===== src/msort_pkg.sv =====
// shared types and constants for the block merge sorter
// no dependencies; imported by msort_merge, merge_sorter_top and the testbench
`default_nettype none

package msort_pkg;

   localparam int DATA_W       = 32;
   localparam int MAX_CAPACITY = 64;
   localparam int DEF_CAPACITY = 64;
   // indices must hold run bounds up to twice the capacity
   localparam int IDX_W        = $clog2(MAX_CAPACITY) + 1;

   typedef logic [IDX_W-1:0] idx_type;

   // read/write positions of the run pair being merged
   typedef struct packed {
      idx_type i;
      idx_type j;
      idx_type k;
      idx_type a_end;
      idx_type b_end;
   } merge_pos_type;

   // outcome of one merge step
   typedef struct packed {
      logic    take_a;
      logic    run_done;
      idx_type i_nxt;
      idx_type j_nxt;
      idx_type k_nxt;
   } merge_step_type;

endpackage

`default_nettype wire


===== src/msort_merge.sv =====
// one step of a two-run merge: compares the run heads, picks the output
// element and advances the run pointers; depends on msort_pkg
`default_nettype none

module msort_merge (
   input  wire msort_pkg::merge_pos_type        pos,
   input  wire logic signed [msort_pkg::DATA_W-1:0] head_a,
   input  wire logic signed [msort_pkg::DATA_W-1:0] head_b,
   output msort_pkg::merge_step_type            step,
   output logic signed [msort_pkg::DATA_W-1:0]  wr_data
);

   import msort_pkg::*;

   logic a_ok;
   logic b_ok;

   always_comb begin
      a_ok = pos.i < pos.a_end;
      b_ok = pos.j < pos.b_end;
      // left run wins ties to keep the sort stable
      step.take_a   = a_ok && (!b_ok || (head_a <= head_b));
      step.i_nxt    = step.take_a ? pos.i + idx_type'(1) : pos.i;
      step.j_nxt    = step.take_a ? pos.j : pos.j + idx_type'(1);
      step.k_nxt    = pos.k + idx_type'(1);
      step.run_done = step.k_nxt == pos.b_end;
      wr_data       = step.take_a ? head_a : head_b;
   end

endmodule

`default_nettype wire


===== config.mk =====
export PLATFORM = sky130hd
export DESIGN_NAME = msort_merge
export DESIGN_NICKNAME = d
export VERILOG_FILES = /design/src/msort_pkg.sv /design/src/msort_merge.sv
export SDC_FILE = /design/constraint.sdc
export NUM_CORES = 1
export LEC_CHECK = 0
export BUFFER_PORTS_ARGS = -buffer_cell sky130_fd_sc_hd__buf_2
export CAP_MARGIN = 40
export CORE_ASPECT_RATIO = 0.5
export CORE_MARGIN = 10
export CORE_UTILIZATION = 38
export DETAILED_ROUTE_END_ITERATION = 7
export PLACE_DENSITY = 0.8
export SYNTH_ARGS = -nofsm -noshare
export SYNTH_HDL_FRONTEND = slang
export SYNTH_SLANG_ARGS = --single-unit

===== constraint.sdc =====
create_clock -name vclk -period 2
set_input_delay 0.1 -clock vclk [all_inputs]
set_output_delay 0.1 -clock vclk [all_outputs]
set_load 0.01 [all_outputs]

# [Word level (Yosys, flattened, before mapping)]
# Index checks and enable logic that the tools add are counted.
[classes] add_sub_neg=3 magnitude_cmp=3 n_eq_ne=1 n_mux=3 reduce_logical=3
[op_table] cell="<= comparator 32 bit" n=1
[op_table] cell="2-to-1 mux 32 bit" n=1
[op_table] cell="adder 7 x 1 -> 7 bit, second input constant" n=3
[op_table] cell="< comparator 7 bit" n=2
[op_table] cell="2-to-1 mux 7 bit" n=2
[op_table] cell="== test 7 bit" n=1
[op_table] cell="logical AND 1 bit" n=1
[op_table] cell="logical NOT 1 bit" n=1
[op_table] cell="logical OR 1 bit" n=1
[totals] regBits=0 out_inout_bits=55

# [Logic depth before layout (Yosys ltp)]
[logic_depth] depth_word=5 ltp_mapped=12 mapped_depth_nobuf=10

# [Worst setup path after synthesis]
# Ideal clock, no wire load.
[synth_path] kind="input to output" start="in head_b[1] (netlist name)" end="out step[15] (netlist name)" arrival_time_ns=2.062 required_ns=1.900 slack_ns=-0.162 cell_stages=10 n_path_buf=1 cell_sequence="inv_1 -> ha_1 -> nor2b_1 -> o211ai_2 -> a2111oi_0 -> a211o_1 -> a2111o_1 -> nand2_2 -> buf_6 -> mux2_1"
[synth_rtl] item="from (decl)" line_no="msort_merge.sv:8" text="input wire logic signed [msort_pkg::DATA_W-1:0] head_b,"
[synth_rtl] item="to (decl)" line_no="msort_merge.sv:9" text="output msort_pkg::merge_step_type step,"

# [Final worst setup path]
[layout_path] start="in head_b[1] (netlist name)" end="out wr_data[21] (netlist name)"
[layout_between] elab_chain_cells=4
[layout_lines] item="<= comparator 32 bit" line_no="msort_merge.sv:22" text="step.take_a = a_ok && (!b_ok || (head_a <= head_b));"
[layout_lines] item="logical OR 1 bit" line_no="msort_merge.sv:22"
[layout_lines] item="logical AND 1 bit" line_no="msort_merge.sv:22"
[layout_lines] item="2-to-1 mux 32 bit" line_no="msort_merge.sv:27" text="wr_data = step.take_a ? head_a : head_b;"
[layout_lines] item="to (decl)" line_no="msort_merge.sv:10" text="output logic signed [msort_pkg::DATA_W-1:0] wr_data"
# No other way between the ends.

==> metrics <==
global placement routability congestion=0.870; Worst Setup Start Kind=input port; hold path start=head_a[25]; Iter 0 DRT Violations=215; Cells after DPL=around 540; # hold bufs at CTS=0; Design Power=roughly 1.8 mW; relative slew slack=0.755; final cell count without fillers=561; FFs & Latches=0; post-synth cell types=37; critical path class=input port to primary output; Gate Count Post-Synth=285; num ports=~150; Core Rows=18; Max IR drop VDD=around 0.00027 V; # DRC=0; fin nets=~640; post-route ant nets=0; Hold WS=around 0.50 ns; most frequent cells in the layout=buf_2, buf_4, buf_6; syn avg cell area=between 6 and 7 µm²; final hold vios=0; Yosys top cell by area=ha_1; Critical Path AT=2.51 ns; Tmin final=2.61 ns; worst setup margin=-0.611 ns; vias in the first global route=3140; core area=about 5000 µm²; Post-DP HPWL=about 6500 µm; Final TNS setup=-24.72 ns; max-cap violations=0; pwr dens=419 nW/µm²; Hold Path Depth=4; worst setup path startpoint=head_b[1]; CP max FO=6; Seq/Total Area, Yosys=0; drt pass-1 iters=4; Hold Path Class=input port to primary output; CP endpoint kind=primary output; post-DR wirelength/cell=a little under 20 µm; Mapped Area=1920 µm²; die width=approximately 120 µm; first-pass GRT wire length=around 15000 µm; full die area=~8500 µm²; top cell type's share of synthesized area=0.307; Reg area=0 µm²; Crit path required time=between 1.5 and 2 ns; Vias/cell=5.43; Syn Nets=between 400 and 500; final setup vio count=47; FMAX=383 MHz; # clk buffers=0; port bufs=154; Worst Hold End=wr_data[25]; ANT cells=0; yosys warns=0; Congestion Overflow GR=0; drt total wl=around 11000 µm; status=complete, but fails checks; Pins Over Slew Limit=0; failing checks=negative setup slack; largest net degree at the start of global routing=14; initial antenna violation count=0; Leak=2.15 nW; Overall Global Routing Usage=0.207; Final period util=1.31; Initial Util=0.390; most common cell after layout, fill and taps aside=buf_2; Slew @ Worst Pin=0.366 ns; fin area=between 4000 and 5000 µm²; Die Height=70.2 µm; RSZ-0062 raised after global routing=true; top cells by area, synth=ha_1, inv_1, nand2_1, o21ai_1, xnor2_1; routed vias=a little over 3000; share of cells above drive strength 1=0.668; Layout Area Growth over Synthesis=119%; Area after DPL=between 3000 and 4000 µm²
worst max path at each step:
| stage | depth (start not counted) | to |
|---|---|---|
| finish | 15 | wr_data[21] |
| global route | 15 | wr_data[11] |
| CTS | 13 | step[12] |
| detailed placement | 13 | wr_data[15] |
| global placement | 11 | step[13] |
| floorplan | 11 | step[19] |
cell type report:
type / instances / area [µm²]
Inverter: 47 / 216
Timing Repair Buffer: 214 / 1560
Tap cell: 70 / 87.6
Multi-Input combinational cell: 230 / 2320
Fill cell: 265 / 721
cell usage after synthesis (2+ instances only):
| cell | count |
|---|---|
| ha_1 | 47 |
| nor2_1 | 8 |
| a211oi_1 | 2 |
| nand2_1 | 41 |
| nor3b_1 | 2 |
| nand2b_1 | 2 |
| a21o_1 | 3 |
| xor2_1 | 9 |
| nand3_1 | 10 |
| mux2_1 | 3 |
| a21oi_1 | 14 |
| nand4_1 | 16 |
| nor4_1 | 3 |
| o21ai_0 | 8 |
| o21ai_1 | 27 |
| and3_1 | 3 |
| inv_1 | 47 |
| buf_2 | 2 |
| buf_6 | 5 |
| nor2b_1 | 2 |
| xnor2_1 | 15 |
metrics by stage:
stage / setup slack (ns) / utilization
2_1_floorplan: -0.00241 / -
3_3_place_gp: -0.437 / 0.683
3_5_place_dp: -0.462 / 0.683
4_1_cts: -0.381 / 0.782
5_1_grt: -0.664 / 0.853
6_report: -0.611 / 0.853
metal layers:
layer | share of wire | vias to the layer above | routed length (µm) | global-route usage
met4 | 0.068 | 0 | 754 | 0.0984
met1 | 0.36 | 1402 | 4050 | 0.210
li1 | - | 1424 | - | -
met2 | 0.50 | 156 | 5520 | 0.403
met3 | 0.071 | 62 | 785 | 0.0321
met5 | 0 | - | 0 | 0
report_power, final:
group,switching (mW),internal [mW]
logic,0.864,0.889
registers,0,0
clock network,0,0
cell families (layout without fill, tap and decap cells):
logic type | count (synthesis) | after routing | synth area share
adders and majority gates | 47 | 47 | 0.307
muxes | 3 | 3 | 0.0176
xor gates and xnor gates | 24 | 24 | 0.110
buffers and inverters | 55 | 261 | 0.131
and+or+nand+nor | 91 | 91 | 0.231
AOI/OAI and AO/OA | 65 | 65 | 0.204
what timing repair did:
item / in CTS / in global routing
setup endpoints to repair: 47 / 47
pin swaps: 24 / 34
cloned: 4 / 1
setup buffers: 11 / 7
resized for setup: 76 / 63
critical path, cell delays in order:
cell,delay [ns]
buf_4,0.13
inv_12,0.04
ha_4,0.24
nor2b_4,0.13
o211ai_2,0.24
a2111oi_4,0.13
a211o_1,0.26
a2111o_1,0.43
nand2_4,0.12
buf_8,0.13
buf_12,0.13
clkbuf_16,0.16
nand2_2,0.06
o21ai_1,0.07
buf_2,0.15
Power figures use the tool's default switching activity.
